### src/hw/rtl/svc_pkg.sv
`default_nettype none
package svc_pkg;

  localparam int MAP_CELLS       = 1024;
  localparam int ANGLE_FRAC_BITS = 13;
  localparam int CORDIC_ITERS    = 16;
  localparam int GUARD_BITS      = 4;
  localparam int Q30_TO_A        = 30 - ANGLE_FRAC_BITS;

  localparam logic [17:0] COORD_MAX = 18'(MAP_CELLS * 256 - 1);

  localparam longint PI_Q30      = 64'sd3373259426;
  localparam longint INV_GAIN    = 64'sd652032874;
  localparam longint PI_A_L      = (PI_Q30 + (64'sd1 <<< (Q30_TO_A - 1))) >>> Q30_TO_A;

  // Q13 angle constants, 18 bit signed
  localparam logic signed [17:0] PI_A      = 18'(PI_A_L);
  localparam logic signed [17:0] TWO_PI_A  = 18'(2 * PI_A_L);
  localparam logic signed [17:0] HALF_PI_A = 18'(PI_A_L / 2);

  // Vectoring datapath: coords up to 2^18 * 2^4 * 1.65 -> 25 bits signed
  localparam int VW = 25;
  // Angle accumulator, Q30 with headroom
  localparam int ZW = 34;
  // Rotation datapath, Q30 values below 1.0
  localparam int RW = 32;

  localparam logic [1:0] CFG_FOV  = 2'd0;
  localparam logic [1:0] CFG_NEAR = 2'd1;

  function automatic logic signed [ZW-1:0] atan_q30(input int i);
    logic signed [ZW-1:0] v;
    begin
      unique case (i)
        0:  v = ZW'(843314857);
        1:  v = ZW'(497837829);
        2:  v = ZW'(263043837);
        3:  v = ZW'(133525159);
        4:  v = ZW'(67021687);
        5:  v = ZW'(33543516);
        6:  v = ZW'(16775851);
        7:  v = ZW'(8388437);
        8:  v = ZW'(4194283);
        9:  v = ZW'(2097149);
        10: v = ZW'(1048576);
        11: v = ZW'(524288);
        12: v = ZW'(262144);
        13: v = ZW'(131072);
        14: v = ZW'(65536);
        default: v = ZW'(32768);
      endcase
      return v;
    end
  endfunction

  typedef struct packed {
    logic               pass;      // fov, near-distance and half-pi tests
    logic signed [15:0] bearing;
    logic [18:0]        dist_q8;
  } svc_mid_t;

endpackage
`default_nettype wire

### src/hw/rtl/svc_post.sv
`default_nettype none
// Magnitude scaling, bearing wrap and the cheap visibility tests (3 stages).
module svc_post import svc_pkg::*; (
  input  wire logic                  clk,
  input  wire logic                  rst_n,
  input  wire logic                  en,
  input  wire logic                  in_vld,
  input  wire logic signed [VW-1:0]  mag,
  input  wire logic signed [ZW-1:0]  ang,
  input  wire logic                  zero_i,
  input  wire logic signed [16:0]    view_i,
  input  wire logic [15:0]           fov,
  input  wire logic [15:0]           near,
  output logic                       out_vld,
  output svc_mid_t                   mid
);

  // stage A: gain multiply, angle round
  logic              a_vld_r;
  logic [56:0]       a_prod_r;
  logic signed [17:0] a_ang_r;
  logic              a_zero_r;
  logic signed [16:0] a_view_r;
  logic signed [ZW-1:0] ang_rnd;

  assign ang_rnd = ang + ZW'(64'sd1 <<< (Q30_TO_A - 1));

  // stage B: distance round/saturate, bearing difference
  logic              b_vld_r;
  logic [18:0]       b_dist_r;
  logic signed [19:0] b_diff_r;
  logic [57:0]       prod_rnd;
  logic [23:0]       prod_sh;
  logic [18:0]       dist_c;

  assign prod_rnd = {1'b0, a_prod_r} + (58'd1 << (29 + GUARD_BITS));
  assign prod_sh  = prod_rnd[30+GUARD_BITS +: 24];
  assign dist_c   = a_zero_r ? 19'd0 : ((|prod_sh[23:19]) ? 19'h7FFFF : prod_sh[18:0]);

  // stage C: wrap and tests
  logic signed [19:0] w1, w2, tp;
  logic signed [18:0] twob;
  logic pass_c;

  always_comb begin
    tp = 20'(TWO_PI_A);
    w1 = b_diff_r;
    if (w1 > 20'(PI_A)) w1 = w1 - tp;
    else if (w1 < -20'(PI_A)) w1 = w1 + tp;
    w2 = w1;
    if (w2 > 20'(PI_A)) w2 = w2 - tp;
    else if (w2 < -20'(PI_A)) w2 = w2 + tp;
    twob = 19'(w2) <<< 1;
    pass_c = (twob <= $signed({3'b0, fov})) && (-twob <= $signed({3'b0, fov})) &&
             (b_dist_r > {3'b0, near}) &&
             (w2 <= 20'(HALF_PI_A)) && (w2 >= -20'(HALF_PI_A));
  end

  always_ff @(posedge clk) begin
    if (!rst_n) begin
      a_vld_r <= 1'b0;
      b_vld_r <= 1'b0;
      out_vld <= 1'b0;
    end else if (en) begin
      a_vld_r <= in_vld;
      b_vld_r <= a_vld_r;
      out_vld <= b_vld_r;
    end
  end

  always_ff @(posedge clk) begin
    if (en) begin
      a_prod_r <= 57'(unsigned'(mag[VW-2:0])) * 57'(INV_GAIN);
      a_ang_r  <= zero_i ? 18'sd0 : 18'(ang_rnd >>> Q30_TO_A);
      a_zero_r <= zero_i;
      a_view_r <= view_i;
      b_dist_r <= dist_c;
      b_diff_r <= 20'(a_ang_r) - 20'(a_view_r);
      mid.pass    <= pass_c;
      mid.bearing <= 16'(w2);
      mid.dist_q8 <= b_dist_r;
    end
  end

endmodule
`default_nettype wire

### config.mk
export PLATFORM = sky130hd
export DESIGN_NAME = svc_post
export DESIGN_NICKNAME = d
export VERILOG_FILES = /design/src/hw/rtl/svc_pkg.sv /design/src/hw/rtl/svc_post.sv
export SDC_FILE = /design/constraint.sdc
export NUM_CORES = 1
export LEC_CHECK = 0
export BUFFER_PORTS_ARGS = -buffer_cell sky130_fd_sc_hd__buf_4
export CORE_ASPECT_RATIO = 1.5
export CORE_MARGIN = 4
export CORE_UTILIZATION = 45
export CTS_CLUSTER_SIZE = 30
export DETAILED_ROUTE_END_ITERATION = 8
export GPL_ROUTABILITY_DRIVEN = 0
export PLACE_DENSITY = 0.6
export SLEW_MARGIN = 40
export SYNTH_ARGS = -nofsm -noshare
export SYNTH_HDL_FRONTEND = slang
export SYNTH_SLANG_ARGS = --single-unit
### constraint.sdc
create_clock -name clk -period 25.4 [get_ports clk]
set_clock_uncertainty 0.05 [all_clocks]
set_input_delay 5.08 -clock clk [delete_from_list [all_inputs] [get_ports clk]]
set_output_delay 5.08 -clock clk [all_outputs]
set_load 0.02 [all_outputs]
==> summary by stage <==
Clocking
Once the clock tree was built, the setup fixing pass inserted 0 buffers. The clock reaches the later pin of the worst-skew pair after 430 ps. Buffers inserted during clock tree synthesis total 17. In this run the number of H-tree levels came out at 4. TritonCTS built the clock tree. The post-cts hold buffer count is 0. The cell sitting at the root of the clock tree is a clkbuf_16. The post-cts sizing count is 0.

In this run the deepest clock path goes through 2 buffers. The clock slew seen by the registers of the worst setup and hold paths is 60 ps. The clock net sink count is 132.

Floorplanning
The area of the core is 43,870 µm². The die width is 180.0 µm. For this configuration, the core starts out at a cell density of 45.51%.

The floorplan die height is 266.0 µm. Pin placement for this block handled 150 I/O pins. In this run the core area contains 94 standard-cell rows. The die covers 47,870 µm².

STA
The slew of the pin with the lowest slew margin is 781.2 ps. The worst path setup slack after routing is 12,220 ps. The worst max-slew margin expressed relative to the limit is 47.61%. The number of endpoints failing setup at the final stage is 0. The total negative slack for setup checks is 0 ps. The minimum hold slack is 391.7 ps. The count of endpoints failing hold in the final timing report is 0. The final critical-path required period is 13,180 ps. Based on the critical path, the design can be clocked at up to 75.87 MHz. The count of final max-slew check failures is 0. After layout, the worst path uses 51.89% of the clock period. Setup repair after global routing left no endpoint under its margin.

Cells and area
The final layout contains 2,730 nets. The count of inserted antenna diode cells is 0. Summing all multi-input logic gate instances after layout gives 14,180 µm². The filler cells instantiated in the layout total 4,003. Summing all flip-flop and latch instances after layout gives 3934 µm².

The post-route netlist has 10.43% of its cells at a drive strength greater than 1. The growth of design area from synthesis to finish is 11.17%.

Synthesis
Among all cell types in the netlist, the one instantiated most often is inv_1. The most used flip-flop cell after synthesis is edfxtp_1. In the synthesized netlist, the cells that appear most often are inv_1, fa_1, ha_1. In this run, synthesis inferred 129 flip-flops with an integrated enable. The total nets after synthesis is 2,603. Of the post-synthesis cell area, the dominant cell type holds 30.28%. Sorting the synthesized cells by area gives the leading types as fa_1, edfxtp_1, ha_1. The share of the yosys chip area belonging to registers is 19.70%. Synthesis produced a netlist whose cell count is 1,892. The adder and majority cell fraction of the synthesized area is 48.83%. After synthesis, the largest family of logic cells by area is adder cells. Summed over all instances, the cell type with the most area after synthesis is fa_1. Of all flip-flops after synthesis, the portion carrying an async set or reset was 0%. The average instance in the mapped netlist occupies 10.55 µm². Summing the areas of all xor and xnor instances in the mapped netlist gives 3.835% of the synthesized area. After synthesis the cells add up to 19,970 µm². Summing the areas of all and, or, nand and nor instances in the mapped netlist gives 8.329% of the synthesized area. After synthesis, the netlist uses 92 different library cells.

After synthesis the netlist holds a flip-flop and latch count of 132. The number of warnings reported in the yosys synthesis log is 0. In the synthesized netlist, mux cells make up 0.2569% of the area. The synthesized netlist devotes 9.770% of its cell area to compound gates.

Drt
The number of detailed-route iterations in the first pass is 5. The number of design rule violations left after detail routing is 0. The per-cell routed wire length is 19.02 µm. The count of nets left with antenna violations after detail routing is 0. For this block, the via count after detailed routing is 13,750. Wires add up to 49.59 mm.

The detailed router finished its first iteration with 642 violations. The detailed-route vias per instance is 5.272.

Worst setup path
The type of origin of the critical path is a primary input. The worst setup path is captured at a flop. In this run the worst path has a maximum fanout of 7.

Setup slack on the worst reg-to-reg path comes out at 17,280 ps. The data required time of the critical path is 25,520 ps. The arrival time at the worst endpoint is 13,300 ps. The worst setup path is of the in2reg kind.

Worst hold path
The kind of path behind the tightest hold check is reg2reg.

Placement
The half-perimeter wire length of the detailed placement result is 43.45 mm. The pre-CTS setup slack is 11,730 ps. Input and output buffers added on the ports amount to 132.

Global route
The first global-routing pass estimated 80.91 mm of wire. The largest net degree at the start of global routing is 70. The overall routing resource usage is 21.55%. The number of antenna violations at the first check in global routing was 0. The global-route congestion overflow total is 0. The via count of the first global-routing pass is 15,370.

Run status
The run finished with clean final reports.

Job
Max-cap violations in this run came to 0.
## flip-flops by register name (all words and copies together), names as in the netlist
register / cells
a_ang_r: 17
a_prod_r: 21
a_view_r: 17
a_vld_r: 1
a_zero_r: 1
b_diff_r: 18
b_dist_r: 19
b_vld_r: 1
mid: 36
out_vld: 1
## critical path: stages
cell and delay (ps):
buf_4 160, ha_1 490, inv_1 150, fa_1 600, inv_1 110, fa_1 490, inv_1 60, fa_1 570
fa_1 580, inv_1 60, fa_1 510, fa_1 490, ha_1 340, a21oi_1 130, a21oi_1 110, or4_1 580
a221o_1 400, a221oi_1 590, a211oi_1 340, o21a_1 310, a31o_2 290, o211a_1 260, o21a_1 200, o21a_1 170
nor2_1 110, xnor2_1 90
## final cells by class
type / count / area share (%)
timing repair buffer: 136 / 4.634
inverter: 458 / 7.746
clock buffer: 17 / 1.917
clock inverter: 15 / 0.8456
sequential: 132 / 17.72
multi-input combinational: 1274 / 63.89
tap: 576 / 3.247
## cells by family (layout without fill, tap and decap cells)
family	after synthesis	count (layout)
flops	132	132
fa+ha+maj	598	598
mux	5	5
simple gates	322	322
compound gates	265	265
xor+xnor	84	84
buf+inv	486	626
## cells in the final DEF (no fill, tap or decap), drive strengths merged, types with 37 or more instances in the layout
cell	n
nand2	47
edfxtp	129
fa	302
ha	296
o21ai	37
a21oi	57
nor2	95
nand3	39
buf	136
xnor2	49
inv	467
## worst paths after layout
path	end	depth (start not counted)	startpoint
worst max-delay path	a_prod_r[53]$_DFFE_PP_	26	mag[17]
worst min-delay path	mid[16]$_DFFE_PP_	0	b_dist_r[16]$_SDFFCE_PP0P_
worst max register to register	mid[35]$_DFFE_PP_	27	b_diff_r[4]$_DFFE_PP_
worst min register to register	mid[16]$_DFFE_PP_	0	b_dist_r[16]$_SDFFCE_PP0P_
## metrics by stage
stage	instance area, µm²	cells	util [%]
floorplan	19970	1892	-
global placement	21580	2576	49.19
detailed placement	21580	2576	49.20
CTS	22200	2608	50.59
global route	22200	2608	50.59
finish	22200	2608	50.59
## metal layers
metal  routed length [µm]  share of wire, %  track usage (%)  up-vias
met2                27290                55            41.16      351
met5                    0                 0                0        -
li1                     -                 -                -     6523
met4                 3181               6.4            12.26        0
met1                17570                35            22.83     6748
met3                 1560               3.1            2.472      128
Power is not shown: default switching activity piles up to over one toggle a cycle in this logic, so the estimate is an artifact.
