File: config.mk
export PLATFORM = sky130hd
export DESIGN_NAME = svc_vec_cordic
export DESIGN_NICKNAME = d
export VERILOG_FILES = /design/src/hw/rtl/svc_pkg.sv /design/src/hw/rtl/svc_vec_cordic.sv
export SDC_FILE = /design/constraint.sdc
export NUM_CORES = 2
export LEC_CHECK = 0
export CAP_MARGIN = 15
export CELL_PAD_IN_SITES_DETAIL_PLACEMENT = 2
export CELL_PAD_IN_SITES_GLOBAL_PLACEMENT = 2
export CORE_MARGIN = 10
export CORE_UTILIZATION = 30
export CTS_BUF_LIST = sky130_fd_sc_hd__clkbuf_4
export DETAILED_ROUTE_END_ITERATION = 10
export DONT_BUFFER_PORTS = 1
export HOLD_SLACK_MARGIN = 0.02
export PLACE_DENSITY_LB_ADDON = 0.15
export SLEW_MARGIN = 20
export SYNTH_ARGS = -nofsm -noshare
export SYNTH_HDL_FRONTEND = slang
export SYNTH_SLANG_ARGS = --single-unit
File: constraint.sdc
create_clock -name clk -period 5.7 [get_ports clk]
set_clock_uncertainty 0.1 [all_clocks]
set_input_delay 0.57 -clock clk [delete_from_list [all_inputs] [get_ports clk]]
set_output_delay 0.57 -clock clk [all_outputs]
set_load 0.05 [all_outputs]
File: src/hw/rtl/svc_pkg.sv
`default_nettype none
package svc_pkg;

  localparam int MAP_CELLS       = 1024;
  localparam int ANGLE_FRAC_BITS = 13;
  localparam int CORDIC_ITERS    = 16;
  localparam int GUARD_BITS      = 4;
  localparam int Q30_TO_A        = 30 - ANGLE_FRAC_BITS;

  localparam logic [17:0] COORD_MAX = 18'(MAP_CELLS * 256 - 1);

  localparam longint PI_Q30      = 64'sd3373259426;
  localparam longint INV_GAIN    = 64'sd652032874;
  localparam longint PI_A_L      = (PI_Q30 + (64'sd1 <<< (Q30_TO_A - 1))) >>> Q30_TO_A;

  // Q13 angle constants, 18 bit signed
  localparam logic signed [17:0] PI_A      = 18'(PI_A_L);
  localparam logic signed [17:0] TWO_PI_A  = 18'(2 * PI_A_L);
  localparam logic signed [17:0] HALF_PI_A = 18'(PI_A_L / 2);

  // Vectoring datapath: coords up to 2^18 * 2^4 * 1.65 -> 25 bits signed
  localparam int VW = 25;
  // Angle accumulator, Q30 with headroom
  localparam int ZW = 34;
  // Rotation datapath, Q30 values below 1.0
  localparam int RW = 32;

  localparam logic [1:0] CFG_FOV  = 2'd0;
  localparam logic [1:0] CFG_NEAR = 2'd1;

  function automatic logic signed [ZW-1:0] atan_q30(input int i);
    logic signed [ZW-1:0] v;
    begin
      unique case (i)
        0:  v = ZW'(843314857);
        1:  v = ZW'(497837829);
        2:  v = ZW'(263043837);
        3:  v = ZW'(133525159);
        4:  v = ZW'(67021687);
        5:  v = ZW'(33543516);
        6:  v = ZW'(16775851);
        7:  v = ZW'(8388437);
        8:  v = ZW'(4194283);
        9:  v = ZW'(2097149);
        10: v = ZW'(1048576);
        11: v = ZW'(524288);
        12: v = ZW'(262144);
        13: v = ZW'(131072);
        14: v = ZW'(65536);
        default: v = ZW'(32768);
      endcase
      return v;
    end
  endfunction

  typedef struct packed {
    logic               pass;      // fov, near-distance and half-pi tests
    logic signed [15:0] bearing;
    logic [18:0]        dist_q8;
  } svc_mid_t;

endpackage
`default_nettype wire

File: src/hw/rtl/svc_vec_cordic.sv
`default_nettype none
// Pipelined vectoring CORDIC, one iteration per stage: atan2 and magnitude.
module svc_vec_cordic import svc_pkg::*; (
  input  wire logic                  clk,
  input  wire logic                  rst_n,
  input  wire logic                  en,
  input  wire logic                  in_vld,
  input  wire logic signed [18:0]    dx,
  input  wire logic signed [18:0]    dy,
  input  wire logic signed [16:0]    view_in,
  output logic                       out_vld,
  output logic signed [VW-1:0]       mag,
  output logic signed [ZW-1:0]       ang,
  output logic                       zero_o,
  output logic signed [16:0]         view_o
);

  logic                 vld_r  [CORDIC_ITERS+1];
  logic signed [VW-1:0] x_r    [CORDIC_ITERS+1];
  logic signed [VW-1:0] y_r    [CORDIC_ITERS+1];
  logic signed [ZW-1:0] z_r    [CORDIC_ITERS+1];
  logic                 zero_r [CORDIC_ITERS+1];
  logic signed [16:0]   view_r [CORDIC_ITERS+1];

  logic signed [VW-1:0] x0, y0;
  logic signed [ZW-1:0] z0;

  always_comb begin
    x0 = VW'(dx) <<< GUARD_BITS;
    y0 = VW'(dy) <<< GUARD_BITS;
    z0 = '0;
    if (dx < 0) begin
      z0 = (dy >= 0) ? ZW'(PI_Q30) : -ZW'(PI_Q30);
      x0 = -x0;
      y0 = -y0;
    end
  end

  always_ff @(posedge clk) begin
    if (!rst_n) begin
      for (int k = 0; k <= CORDIC_ITERS; k++) vld_r[k] <= 1'b0;
    end else if (en) begin
      vld_r[0] <= in_vld;
      for (int k = 0; k < CORDIC_ITERS; k++) vld_r[k+1] <= vld_r[k];
    end
  end

  always_ff @(posedge clk) begin
    if (en) begin
      x_r[0]    <= x0;
      y_r[0]    <= y0;
      z_r[0]    <= z0;
      zero_r[0] <= (dx == 0) && (dy == 0);
      view_r[0] <= view_in;
      for (int k = 0; k < CORDIC_ITERS; k++) begin
        if (y_r[k] < 0) begin
          x_r[k+1] <= x_r[k] - (y_r[k] >>> k);
          y_r[k+1] <= y_r[k] + (x_r[k] >>> k);
          z_r[k+1] <= z_r[k] - atan_q30(k);
        end else begin
          x_r[k+1] <= x_r[k] + (y_r[k] >>> k);
          y_r[k+1] <= y_r[k] - (x_r[k] >>> k);
          z_r[k+1] <= z_r[k] + atan_q30(k);
        end
        zero_r[k+1] <= zero_r[k];
        view_r[k+1] <= view_r[k];
      end
    end
  end

  assign out_vld = vld_r[CORDIC_ITERS];
  assign mag     = x_r[CORDIC_ITERS];
  assign ang     = z_r[CORDIC_ITERS];
  assign zero_o  = zero_r[CORDIC_ITERS];
  assign view_o  = view_r[CORDIC_ITERS];

endmodule
`default_nettype wire

==> flow_summary.rst <==
.. list-table::
   :header-rows: 1

   * - Metric
     - Value
   * - Post-synth EDFFs
     - 1,637
   * - Global-route wire length before repair
     - 601,000 um
   * - Post-route cell area
     - between 100,000 and 150,000 sq um
   * - Total cell area at the placement stage
     - 135,000 sq um
   * - Initial antenna violation count
     - 17
   * - Launching element type of the critical path
     - input port
   * - Number of global-route vias before repair
     - 106,000
   * - Initial detailed-routing violation count
     - about 3,500
   * - Total number of vias
     - 93,400
   * - Worst slew margin relative to its limit
     - 19.0%
   * - Clock root buffer master
     - clkbuf_4
   * - Post-DR vias/cell
     - 5.02
   * - Starting density of the core
     - 30.1%
   * - CORE AREA
     - around 380,000 sq um
   * - Number of failing setup endpoints in the final timing report
     - 0
   * - Crit-path slowest cell
     - o21bai_1
   * - Number of buffers created by CTS
     - 467
   * - Remaining global-route overflow
     - 0
   * - Max capacitance violation total
     - 0
   * - Die width
     - roughly 630 um
   * - GRT Resource Usage Total
     - 18.5%
   * - Syn Std Cell Area
     - 113,000 sq um
   * - Maximum number of pins on one net before global-route repair
     - 211
   * - Outcome
     - complete, no violations
   * - Share of the clock period used by the worst path after layout
     - 94.2%
   * - Count of warnings emitted by yosys
     - 0
   * - Placer's final routability congestion estimate
     - ~0.84
   * - Top_reg_cell synth
     - edfxtp_1
   * - Dominant cell type by area after synthesis
     - edfxtp_1
   * - Clock transition time at the flip-flop clock pins of the worst setup and hold paths
     - 0.07 ns
   * - Residual antenna-violating net count after detailed routing
     - 0
   * - Pins Over Slew Limit
     - 0
   * - Standard-cell row count
     - 225
   * - Number of iterations in the first detailed-routing pass
     - 5
   * - Actual slew at the worst max-slew pin
     - 1.22 ns
   * - Clock Sinks
     - 1,637
   * - Core Util, Final
     - 38.0%
   * - Die area
     - 402,000 sq um
   * - Fraction of registers with async set or reset after synthesis
     - 0%
   * - Mean instance size in the synthesized netlist
     - 10.6 sq um
   * - Highest achievable clock rate
     - 186 MHz
   * - Post-DP HPWL
     - 300,000 um
   * - H-tree depth reported by CTS
     - 5
   * - Crit. End Element
     - flop
   * - Sum of negative setup slack
     - 0 ns
   * - Final net count
     - 14,500
   * - IO Pins
     - 137
   * - Syn Inst Count
     - 10,700
   * - Number of synthesized register bits
     - 1,637
   * - Cell family with the largest share of critical-path delay
     - compound AO/OA/AOI/OAI gates
   * - Largest driver fanout on the critical path
     - just under 90
   * - Clock tree from TritonCTS
     - done
   * - Final hold viol count
     - 0
   * - DR WL/cell
     - around 21 um
   * - Path category of the worst min-delay check
     - in -> reg
   * - Worst Setup Path Type
     - in -> reg
   * - Height of the die
     - 634 um
   * - Maximum buffer depth of the clock tree
     - 4
   * - Minimum clock period after layout
     - 5.37 ns
   * - Crit path arrival time
     - about 6.4 ns
   * - Synth area leaders
     - edfxtp_1 43%, ha_1 13%, xnor2_1 7.6%
   * - Cell type with the highest occurrence count on the critical path
     - buf_16
   * - Clk_lat worst skew
     - 1.51 ns
   * - IO Port Bufs
     - 0
   * - Wire length reported by the detailed router
     - 383,000 um
   * - Drc violations
     - 0
   * - Synth cell types
     - 89
   * - Area Growth Syn to Fin
     - 26.3%
   * - Buffers plus inverters on the worst setup path
     - 11
   * - Unrepaired setup endpoints after global routing
     - no
   * - Post-synthesis sequential area ratio
     - 43.5%
   * - Post-synth top area share
     - 43.5%
   * - Share of cells above drive strength 1
     - between 20% and 30%
   * - Req. time, crit path
     - 6.70 ns
   * - CP peak stage delay
     - approximately 0.44 ns
[layout make-up]
class	count	area [sq um]
inverters	447	1680
multi-input cells	8421	61500
flip-flops and latches	1637	49200
repair buffers	2274	18300
clock buffers	650	4880
diodes	14	35.0
fillers	40500	233000
clock inverters	187	981
well taps	4994	6250
[flip-flops by register name (all words and copies together), names as in the netlist]
signal  count
vld_r      17
x_r       410
z_r       531
zero_r     17
y_r       373
view_r    289
[cells in the final DEF, fill, tap and decap left out, drive strengths merged, types with 27 or more instances in the layout]
cell type / synthesis / routed
inv: 444 / 459
nand2: 554 / 554
nor2: 745 / 745
clkbuf: 161 / 650
a21oi: 1020 / 1020
nand4: 60 / 60
a21o: 494 / 494
buf: 38 / 2108
dlygate4sd3: 0 / 158
nor4: 58 / 58
mux2i: 61 / 61
o31ai: 115 / 115
nor2b: 168 / 168
a31oi: 102 / 102
a211oi: 104 / 104
and2: 43 / 43
a21boi: 65 / 65
nand2b: 167 / 167
xor2: 467 / 467
o21ai: 520 / 520
or3: 77 / 77
nand3: 171 / 171
o21bai: 127 / 127
o211ai: 55 / 55
clkinv: 3 / 168
fa: 41 / 41
o41ai: 46 / 46
nor3: 280 / 280
edfxtp: 1637 / 1637
ha: 1172 / 1172
and3: 112 / 112
or2: 27 / 27
o21a: 146 / 146
xnor2: 985 / 985
a31o: 43 / 43
[path summary, 6_finish.rpt]
kind,startpoint,to,slack [ns],cells after the start
min reg2reg,view_r[2][6],view_r[3][6],0.26,0
max,en,y_r[13][23],0.33,25
max reg2reg,y_r[1][24],x_r[2][24],0.49,19
min,en,y_r[7][22],0.17,6
[repair_timing]
item | CTS | global route
setup endpoints to repair | 176 | 5
gates resized for setup | 0 | 1
hold endpoints to repair | 935 | 0
gates cloned | 7 | 0
hold buffers | 172 | 0
buffers inserted | 0 | 0
[layer usage]
metal  GRT usage, %  vias up  share of wire, %
li1               -    45300                 -
met3           2.03      655               2.4
met1           20.9    46300                41
met5              0        -            0.0070
met4           5.95        4               3.2
met2           36.0     1102                53
[cells in the mapped netlist (all sizes together) (102+ instances only)]
| master | n |
|---|---|
| o21ai | 520 |
| nor3 | 280 |
| a211oi | 104 |
| o21bai | 127 |
| nand2b | 167 |
| and3 | 112 |
| nand2 | 554 |
| inv | 444 |
| a21o | 494 |
| a21oi | 1020 |
| xor2 | 467 |
| o21a | 146 |
| a31oi | 102 |
| nor2b | 168 |
| clkbuf | 161 |
| ha | 1172 |
| edfxtp | 1637 |
| xnor2 | 985 |
| nor2 | 745 |
| o31ai | 115 |
| nand3 | 171 |
[worst register-to-register path, cell delays in order, from the launching register on]
cell and delay [ns]:
edfxtp_1 0.44, nand2b_1 0.20, dlygate4sd3_1 0.57, buf_4 0.16, nand2_1 0.06, o21ai_0 0.14, ha_1 0.26, fa_1 0.42
a21oi_1 0.31, o21ai_2 0.14, a31oi_4 0.22, o21ai_2 0.10, a2111oi_2 0.40, buf_4 0.19, o31ai_1 0.11, or4_1 0.46
a31o_1 0.25, a21oi_2 0.14, xnor2_1 0.08, buf_4 0.17
[kinds of logic after synthesis]
logic type | share of synthesized area (%)
DFF | 43.5
adders and majority gates | 13.7
AOI/OAI and AO/OA | 17.9
and+or+nand+nor | 11.0
muxes | 0.590
buffers and inverters | 2.15
xor gates and xnor gates | 11.2
other | 0.00664
[stage by stage]
stage / worst slack (ns) / instances / hold slack (ns)
finish: 0.332 / 18600 / 0.173
global route: 0.0872 / 18600 / 0.0993
CTS: 0.348 / 18600 / 0.0202
detailed placement: -3.16 / 17600 / 0.305
global placement: -2.48 / 17600 / 0.300
floorplan: 0.594 / 10700 / 0.300
Power is left out: the tool's default activity adds up to more than one toggle a clock period on the data nets, which glitch-free logic cannot reach.
